[config.mk]
export PLATFORM = sky130hd
export DESIGN_NAME = cbe_ctrl
export DESIGN_NICKNAME = d
export VERILOG_FILES = /design/src/cbe_pkg.sv /design/src/cbe_ctrl.sv
export SDC_FILE = /design/constraint.sdc
export NUM_CORES = 1
export LEC_CHECK = 0
export BUFFER_PORTS_ARGS = -buffer_cell sky130_fd_sc_hd__buf_2
export CORE_MARGIN = 2
export CORE_UTILIZATION = 50
export CTS_CLUSTER_SIZE = 25
export DETAILED_ROUTE_END_ITERATION = 10
export PLACE_DENSITY = 0.85
export SYNTH_ARGS = -nofsm -noshare
export SYNTH_HDL_FRONTEND = slang
export SYNTH_SLANG_ARGS = --single-unit
[constraint.sdc]
create_clock -name clk -period 3.2 [get_ports clk]
set_input_delay 0.32 -clock clk [delete_from_list [all_inputs] [get_ports clk]]
set_output_delay 0.32 -clock clk [all_outputs]
set_load 0.05 [all_outputs]
[src/cbe_pkg.sv]
`timescale 1ns / 1ps

package cbe_pkg;

  localparam int CAPACITY_DEF = 1024;

  localparam int OP_W      = 3;
  localparam int AMT_W     = 16;
  localparam int CHAR_W    = 8;
  localparam int LEN_OUT_W = 11;
  localparam int STAT_W    = 2;

  localparam int IN_TDATA_W  = 32;
  localparam int OUT_TDATA_W = 24;

  localparam logic [CHAR_W-1:0] FILL_CHAR = 8'h2A;

  typedef enum logic [OP_W-1:0] {
    OP_APPEND  = 3'd0,
    OP_READ    = 3'd1,
    OP_REVERSE = 3'd2,
    OP_ROT_R   = 3'd3,
    OP_ROT_L   = 3'd4,
    OP_EXTEND  = 3'd5,
    OP_SHRINK  = 3'd6,
    OP_PUT     = 3'd7
  } op_t;

  typedef enum logic [STAT_W-1:0] {
    ST_OK    = 2'd0,
    ST_RANGE = 2'd1,
    ST_SAT   = 2'd2
  } status_t;

  // which of the three reversals of a rotation is running
  typedef enum logic [1:0] {
    SEG_FIRST  = 2'd0,
    SEG_SECOND = 2'd1,
    SEG_LAST   = 2'd2
  } seg_t;

  typedef struct packed {
    logic load;
    logic app;
    logic put;
    logic shrink;
    logic rd_pos;
    logic rd_cap;
    logic rev_init;
    logic div_start;
    logic div_step;
    logic seg_first;
    logic seg_next;
    logic rd_lo;
    logic rd_hi;
    logic wr_lo;
    logic wr_hi;
    logic ext_step;
    logic set_sat;
    logic set_oor;
    logic emit;
  } cbe_cmd_t;

  typedef struct packed {
    op_t  op;
    logic in_range;
    logic len_full;
    logic len_ge2;
    logic len_zero;
    logic div_last;
    logic k_zero;
    logic lo_lt_hi;
    logic phase_last;
    logic ext_done;
    logic out_free;
  } cbe_stat_t;

endpackage

[src/cbe_ctrl.sv]
`timescale 1ns / 1ps

module cbe_ctrl (
  input  logic               clk,
  input  logic               rst,
  input  logic               s_tvalid,
  output logic               s_tready,
  input  cbe_pkg::cbe_stat_t stat,
  output cbe_pkg::cbe_cmd_t  cmd
);

  typedef enum logic [11:0] {
    S_IDLE = 12'b000000000001,
    S_DISP = 12'b000000000010,
    S_RDW  = 12'b000000000100,
    S_DIV  = 12'b000000001000,
    S_ROT  = 12'b000000010000,
    S_CHK  = 12'b000000100000,
    S_RA   = 12'b000001000000,
    S_RB   = 12'b000010000000,
    S_RC   = 12'b000100000000,
    S_RD   = 12'b001000000000,
    S_EXT  = 12'b010000000000,
    S_FIN  = 12'b100000000000
  } state_t;

  state_t state;
  state_t state_next;

  assign s_tready = (state == S_IDLE);

  always_comb begin
    cmd        = '0;
    state_next = state;
    case (state)
      S_IDLE: begin
        if (s_tvalid) begin
          cmd.load   = 1'b1;
          state_next = S_DISP;
        end
      end
      S_DISP: begin
        state_next = S_FIN;
        case (stat.op)
          cbe_pkg::OP_APPEND: begin
            if (stat.len_full) begin
              cmd.set_sat = 1'b1;
            end else begin
              cmd.app = 1'b1;
            end
          end
          cbe_pkg::OP_READ: begin
            if (stat.in_range) begin
              cmd.rd_pos = 1'b1;
              state_next = S_RDW;
            end else begin
              cmd.set_oor = 1'b1;
            end
          end
          cbe_pkg::OP_REVERSE: begin
            if (stat.len_ge2) begin
              cmd.rev_init = 1'b1;
              state_next   = S_CHK;
            end
          end
          cbe_pkg::OP_ROT_R, cbe_pkg::OP_ROT_L: begin
            if (!stat.len_zero) begin
              cmd.div_start = 1'b1;
              state_next    = S_DIV;
            end
          end
          cbe_pkg::OP_EXTEND: begin
            state_next = S_EXT;
          end
          cbe_pkg::OP_SHRINK: begin
            cmd.shrink = 1'b1;
          end
          cbe_pkg::OP_PUT: begin
            if (stat.in_range) begin
              cmd.put = 1'b1;
            end else begin
              cmd.set_oor = 1'b1;
            end
          end
          default: begin
            state_next = S_FIN;
          end
        endcase
      end
      S_RDW: begin
        cmd.rd_cap = 1'b1;
        state_next = S_FIN;
      end
      S_DIV: begin
        cmd.div_step = 1'b1;
        if (stat.div_last) begin
          state_next = S_ROT;
        end
      end
      S_ROT: begin
        if (stat.k_zero) begin
          state_next = S_FIN;
        end else begin
          cmd.seg_first = 1'b1;
          state_next    = S_CHK;
        end
      end
      S_CHK: begin
        if (stat.lo_lt_hi) begin
          state_next = S_RA;
        end else if (stat.phase_last) begin
          state_next = S_FIN;
        end else begin
          cmd.seg_next = 1'b1;
        end
      end
      S_RA: begin
        cmd.rd_lo  = 1'b1;
        state_next = S_RB;
      end
      S_RB: begin
        cmd.rd_hi  = 1'b1;
        state_next = S_RC;
      end
      S_RC: begin
        cmd.wr_lo  = 1'b1;
        state_next = S_RD;
      end
      S_RD: begin
        cmd.wr_hi  = 1'b1;
        state_next = S_CHK;
      end
      S_EXT: begin
        if (stat.ext_done) begin
          state_next = S_FIN;
        end else if (stat.len_full) begin
          cmd.set_sat = 1'b1;
          state_next  = S_FIN;
        end else begin
          cmd.ext_step = 1'b1;
        end
      end
      S_FIN: begin
        if (stat.out_free) begin
          cmd.emit   = 1'b1;
          state_next = S_IDLE;
        end
      end
      default: begin
        state_next = S_IDLE;
      end
    endcase
  end

  always_ff @(posedge clk) begin
    if (rst) begin
      state <= S_IDLE;
    end else begin
      state <= state_next;
    end
  end

  a_accept_dispatch: assert property (@(posedge clk) disable iff (rst)
    (s_tvalid && s_tready) |=> (state == S_DISP))
    else $error("accepted transaction not dispatched");

endmodule

==> flow_summary_export.csv, run 1 <==
group,metric,value,unit
synthesis,syn_area,1007,µm²
synthesis,synth-edff-count,0,
clock_tree,clk_pin_slew,0.07,ns
sta,skew,0.0005823,ns
placed_design,port_buffers,35,
floorplan,dieArea,2389,µm²
sta,fin_hold_ws,0.2776,ns
synthesis,yosysWarnings,0,
global_route,grtUsageTotal,24.89,%
worst_setup_path,r2r-start,"state[10]",
synthesis,syn_nets,153,
worst_setup_path,critical_path_arrival,2.37,ns
worst_setup_path,cp-end-kind,"output port",
routing,drc,0,
worst_setup_path,cpMaxStageDelayCell,"nor4_1",
synthesis,syn_inst,137,
min_path,whs_path_depth,2,
routing,via_per_inst,6.000,
routing,vias,1158,
routing,drt-wirelength-per-cell,13.74,µm
sta,tightest_slew,0.5758,ns
global_route,grt_pass1_vias,1040,
sta,rsz0062_at_grt,"false",
final_layout,largest_reg_flops,12,
worst_setup_path,max_stage_delay,0.53,ns
outcome,status,"finished clean",
clock_tree,cts_root_buffer,"clkbuf_4",
min_path,holdPathEnd,"state[11]",
sta,slew_headroom,61.07,%
global_route,overflow,0,
worst_setup_path,crit_fanout,10,
worst_setup_path,path_class,"register to output port",
synthesis,synth_cell_types,45,
sta,layout_min_cycle_time,2.687,ns
synthesis,ys_seq_area_share,23.85,%
synthesis,synth.area.top_cells,"dfxtp_1 24%, nor2_1 7.1%, nor4_1 6.2%",
worst_setup_path,startpoint_type,"register",
pwr,p_int,289.6,µW
sta,hold_viol,0,
min_path,hp-class,"input port to register",
synthesis,synth_flop_cell,"dfxtp_1",
pwr,power.share.switching,43.67,%
routing,antenna_left,0,
sta,clock.fmax,0.3721,GHz
worst_setup_path,crit_buf_inv,1,
min_path,hold_start,"stat[0]",
global_route,antenna_found_initial,0,
job,cap_violations,0,
pwr,power_density,428.0,nW/µm²
pwr,vdd_drop_max,0.0003003,V
synthesis,synth_top_area_share,23.85,%
sta,setup_violations,0,
final_layout,area_growth,19.25,%
final_layout,top_register,"state",
clock_tree,cts_buffers,3,
global_route,grt_max_degree,13,
pwr,pwr-share-comb,47.3,%
clock_tree,clk-insertion-delay-late,0.27,ns
final_layout,top_regs,"state (12)",
worst_setup_path,r2r_cells,4,
floorplan,ioPinCount,36,
pwr,leakage,0.5412,nW
floorplan,coreArea,1922,µm²
final_layout,n_antenna_cell,0,
clock_tree,clkSinkCount,12,
clock_tree,cts_resized,0,
worst_setup_path,r2r-end,"state[6]",
final_layout,nNetsFinal,184,
clock_tree,cts_tree,"built",
worst_setup_path,required,2.88,ns
sta,post-route-period-util,83.98,%
global_route,grt_pass1_wl,4.657,mm
floorplan,die_h,48.88,µm
worst_setup_path,ff2ff_setup_slack,1.17,ns
pwr,p_seq_share,34.9,%
sta,fin_setup_tns,0,ns
placed_design,place_congestion,0.8532,
clock_tree,htreeDepth,1,
pwr,switchingPower,224.5,µW
sta,slew_viol_final,0,
floorplan,row_count,16,
worst_setup_path,crit_family,"simple AND/OR/NAND/NOR gates",
routing,drt_pass1_iterations,4,
clock_tree,clockBufferDepth,2,
worst_setup_path,crit_chain,"nor4_1, nand3_1, nor4b_1, buf_2",
synthesis,yosysTopAreaCell,"dfxtp_1",
final_layout,final_layout_size_suffix_gt1_share,28.31,%
floorplan,die_w,48.88,µm
clock_tree,cts_setup_buffers,0,
synthesis,synth-async-reset-ratio,0,%
synthesis,synth.avg_cell_area,7.352,µm²
placed_design,dp_hpwl,2.096,mm
routing,routed_wl,2.651,mm
pwr,clockPowerShare,17.8,%
clock_tree,hold_buffers,0,
routing,drt_iter0_drc,34,
floorplan,initial_core_util,52.41,%
synthesis,ys_ff_latch,12,
==> synthesized netlist by cell type, types with 2 or more instances <==
| cell type | instances |
|---|---|
| xnor2_1 | 2 |
| clkbuf_1 | 5 |
| nor3_1 | 3 |
| nor2b_1 | 3 |
| a21boi_0 | 2 |
| nand3b_1 | 2 |
| or4_1 | 2 |
| a21oi_1 | 3 |
| nor2_1 | 19 |
| nor4b_1 | 7 |
| or2_2 | 2 |
| nor3b_1 | 2 |
| buf_2 | 2 |
| dfxtp_1 | 12 |
| nand3_1 | 2 |
| and2_1 | 4 |
| inv_1 | 6 |
| nand2_1 | 9 |
| nand2b_1 | 6 |
| a211oi_1 | 2 |
| or3_4 | 2 |
| or3_1 | 3 |
| nor4_1 | 10 |
| xor2_1 | 3 |
| o21ai_0 | 4 |
==> cells in the final DEF, fill, tap and decap left out, types with 3 or more instances in the layout <==
cell	n
dfxtp_1	12
and2_1	4
nor4_1	10
o21ai_0	4
xor2_1	3
nor4b_1	6
nand2b_1	6
clkbuf_4	3
nor2_1	19
buf_2	35
nor2b_1	3
or3_1	3
nor3_1	3
nand2_1	9
inv_1	6
a21oi_1	3
==> kinds of logic (layout without fill, tap and decap cells) <==
group,count (synthesis),in the layout,share of synthesized area (%)
AOI/OAI and AO/OA,23,23,17.27
xor gates and xnor gates,5,5,4.349
buffers and inverters,15,44,6.583
DFF,12,12,23.85
and+or+nand+nor,82,82,47.95
==> worst register-to-register path, stage by stage (launching register included) <==
cell	delay (ns)
dfxtp_1	0.39
nor4_1	0.53
nand3_1	0.37
or4_1	0.53
nor2_1	0.14
==> per-stage QoR <==
stage	instance area, µm²	cells	setup WS, ns	utilization (%)	total power [mW]
6_report	1201	193	0.5127	62.50	0.5141
5_1_grt	1201	193	0.2579	62.50	0.5516
4_1_cts	1201	193	0.5415	62.50	0.5122
3_5_place_dp	1179	190	0.8712	61.33	0.4205
3_3_place_gp	1179	190	0.9087	61.33	0.4159
2_1_floorplan	1013	137	0.03624	-	0.3658
==> power by group through the flow <==
stage	clock network [mW]	logic, mW	registers (mW)
floorplan	0	0.189	0.177
global placement	0	0.236	0.180
detailed placement	0	0.239	0.182
CTS	0.0929	0.241	0.179
global route	0.0996	0.270	0.182
finish	0.0915	0.243	0.179
==> routing by layer <==
layer  vias to the layer above  global-route usage, %  routed length, µm
met2                        47                  43.84               1316
met1                       541                  29.64               1119
li1                        564                      -                  -
met5                         -                      0                  0
met3                         6                  2.147                139
met4                         0                  13.81                 76
==> how the worst max path moves through the flow <==
stage | end | start | cells past startpoint | slack, ns
final | cmd[8] | state[10] | 4 | 0.51
after global routing | cmd[2] | state[10] | 6 | 0.26
after CTS | cmd[8] | state[10] | 4 | 0.54
after detailed placement | cmd[8] | state[10] | 4 | 0.87
after global placement | cmd[4] | state[5] | 4 | 0.91
after floorplan | cmd[1] | state[5] | 4 | 0.04
==> cell type report <==
class | count | area (µm²)
fill | 179 | 720.7
multi-input combinational | 110 | 706.9
sequential | 12 | 240.2
timing repair buffer | 35 | 175.2
tap | 27 | 33.78
clock buffer | 3 | 22.52
inverter | 6 | 22.52
(Power assumes the default switching activity.)
==> run 2: changes to the inputs <==
--- a/config.mk
+++ b/config.mk
@@ -7,10 +7,10 @@
 export LEC_CHECK = 0
 export BUFFER_PORTS_ARGS = -buffer_cell sky130_fd_sc_hd__buf_2
 export CORE_MARGIN = 2
-export CORE_UTILIZATION = 50
+export CORE_UTILIZATION = 49
 export CTS_CLUSTER_SIZE = 25
 export DETAILED_ROUTE_END_ITERATION = 10
-export PLACE_DENSITY = 0.85
+export PLACE_DENSITY = 0.84
 export SYNTH_ARGS = -nofsm -noshare
 export SYNTH_HDL_FRONTEND = slang
 export SYNTH_SLANG_ARGS = --single-unit
==> constraint.sdc (replaced) <==
create_clock -name clk -period 2.67 [get_ports clk]
set_input_delay 0.267 -clock clk [delete_from_list [all_inputs] [get_ports clk]]
set_output_delay 0.267 -clock clk [all_outputs]
set_load 0.05 [all_outputs]
==> flow_summary_export.csv, run 2 (synthesized netlist as in run 1, its figures left out) <==
group,metric,value,unit
worst_setup_path,cpMaxStageDelayCell,"nor4_2",
floorplan,die_w,49.34,µm
clock_tree,cts_tree,"built",
sta,slew_headroom,60.93,%
global_route,grt_pass1_vias,1064,
floorplan,dieArea,2434,µm²
worst_setup_path,startpoint_type,"register",
clock_tree,clkSinkCount,12,
final_layout,final_cell_mix,"35 x buf_2, 19 x nor2_1, 12 x dfxtp_1, 9 x nand2_1",
global_route,grt_max_degree,13,
final_layout,top_regs,"state (12)",
final_layout,final_layout_size_suffix_gt1_share,33.53,%
routing,routed_wl,2.701,mm
sta,rsz0062_at_grt,"false",
worst_setup_path,critical_path_arrival,2.16,ns
floorplan,coreArea,1942,µm²
placed_design,placed_cell_area,1224,µm²
clock_tree,htreeDepth,1,
pwr,power_density,496.6,nW/µm²
sta,skew,0.007083,ns
routing,vias,1162,
placed_design,dp_hpwl,2.168,mm
worst_setup_path,crit_buf_inv,2,
sta,setup_violations,0,
worst_setup_path,path_class,"register to output port",
global_route,overflow,0,
routing,drt_pass1_iterations,4,
clock_tree,clockBufferDepth,2,
final_layout,area_growth,24.97,%
final_layout,fin_area,1259,µm²
placed_design,place_congestion,0.8673,
routing,drt_iter0_drc,43,
placed_design,port_buffers,35,
sta,tightest_slew,0.5779,ns
pwr,leakage,0.5521,nW
sta,fin_hold_ws,0.2296,ns
sta,layout_min_cycle_time,2.429,ns
pwr,vdd_drop_max,0.0003757,V
sta,slew_viol_final,0,
final_layout,n_antenna_cell,0,
floorplan,row_count,16,
routing,antenna_left,0,
final_layout,largest_reg_flops,12,
global_route,grt_pass1_wl,4.388,mm
floorplan,die_h,49.34,µm
min_path,hp-class,"input port to register",
clock_tree,cts_buffers,3,
worst_setup_path,crit_fanout,9,
pwr,p_total,625.0,µW
worst_setup_path,max_stage_delay,0.45,ns
worst_setup_path,cp-end-kind,"output port",
clock_tree,hold_buffers,0,
final_layout,nNetsFinal,185,
final_layout,fillers,180,
final_layout,final_common_cell,"buf_2",
clock_tree,clk-insertion-delay-late,0.27,ns
final_layout,top_register,"state",
sta,clock.fmax,0.4116,GHz
floorplan,initial_core_util,51.87,%
sta,hold_viol,0,
global_route,antenna_found_initial,0,
routing,via_per_inst,5.990,
routing,drt-wirelength-per-cell,13.92,µm
sta,post-route-period-util,90.98,%
routing,drc,0,
clock_tree,clk_pin_slew,0.08,ns
floorplan,ioPinCount,36,
outcome,status,"finished clean",
global_route,grtUsageTotal,22.87,%
worst_setup_path,required,2.40,ns
clock_tree,cts_root_buffer,"clkbuf_4",
clock_tree,cts_setup_buffers,0,
clock_tree,cts_resized,0,
sta,fin_setup_tns,0,ns
worst_setup_path,crit_chain,"nor4_2, nand2_1, or3_1, inv_1, and2_1, buf_2",
job,cap_violations,0,
worst_setup_path,crit_family,"simple AND/OR/NAND/NOR gates",
-- run 2: cell count changes in the layout (fill, tap and decap cells not counted), sizes merged --
cell	before	now
buf	35	36
-- run 2: power breakdown --
group / leakage (nW) / switching (mW) / internal, mW
registers: 0.0972 / 0.0190 / 0.193
logic: 0.441 / 0.199 / 0.104
clock network: 0.0138 / 0.0587 / 0.0521
-- run 2: path summary, 6_finish.rpt --
| check | startpoint | endpoint | slack (ns) | depth (start not counted) |
|---|---|---|---|---|
| max reg2reg | state[5] | state[11] | 0.61 | 5 |
| max | state[5] | cmd[18] | 0.24 | 6 |
| min reg2reg | state[6] | state[7] | 0.60 | 2 |
| min | stat[0] | state[11] | 0.23 | 2 |
-- run 2: stage by stage --
stage / instances / util (%) / setup slack, ns
2_1_floorplan: 137 / - / -0.4553
4_1_cts: 194 / 64.18 / 0.1158
3_5_place_dp: 191 / 63.02 / 0.4226
3_3_place_gp: 191 / 63.02 / 0.4978
6_report: 194 / 64.82 / 0.2407
5_1_grt: 194 / 64.82 / 0.08835
-- run 2: per-layer routing --
layer	GRT usage [%]	wire, µm	up-vias	part of all wire [%]
met2	41.44	1354	59	50
met4	11.43	25	0	0.93
met5	0	0	-	0
li1	-	-	565	-
met1	26.04	1095	536	41
met3	2.761	225	2	8.3
-- run 2: layout make-up --
type / instances / area (µm²) / share of cell area (%)
multi-input cells: 110 / 757.0 / 60.14
inverters: 6 / 22.52 / 1.789
flip-flops and latches: 12 / 240.2 / 19.09
well taps: 27 / 33.78 / 2.684
clock buffers: 3 / 22.52 / 1.789
repair buffers: 36 / 182.7 / 14.51
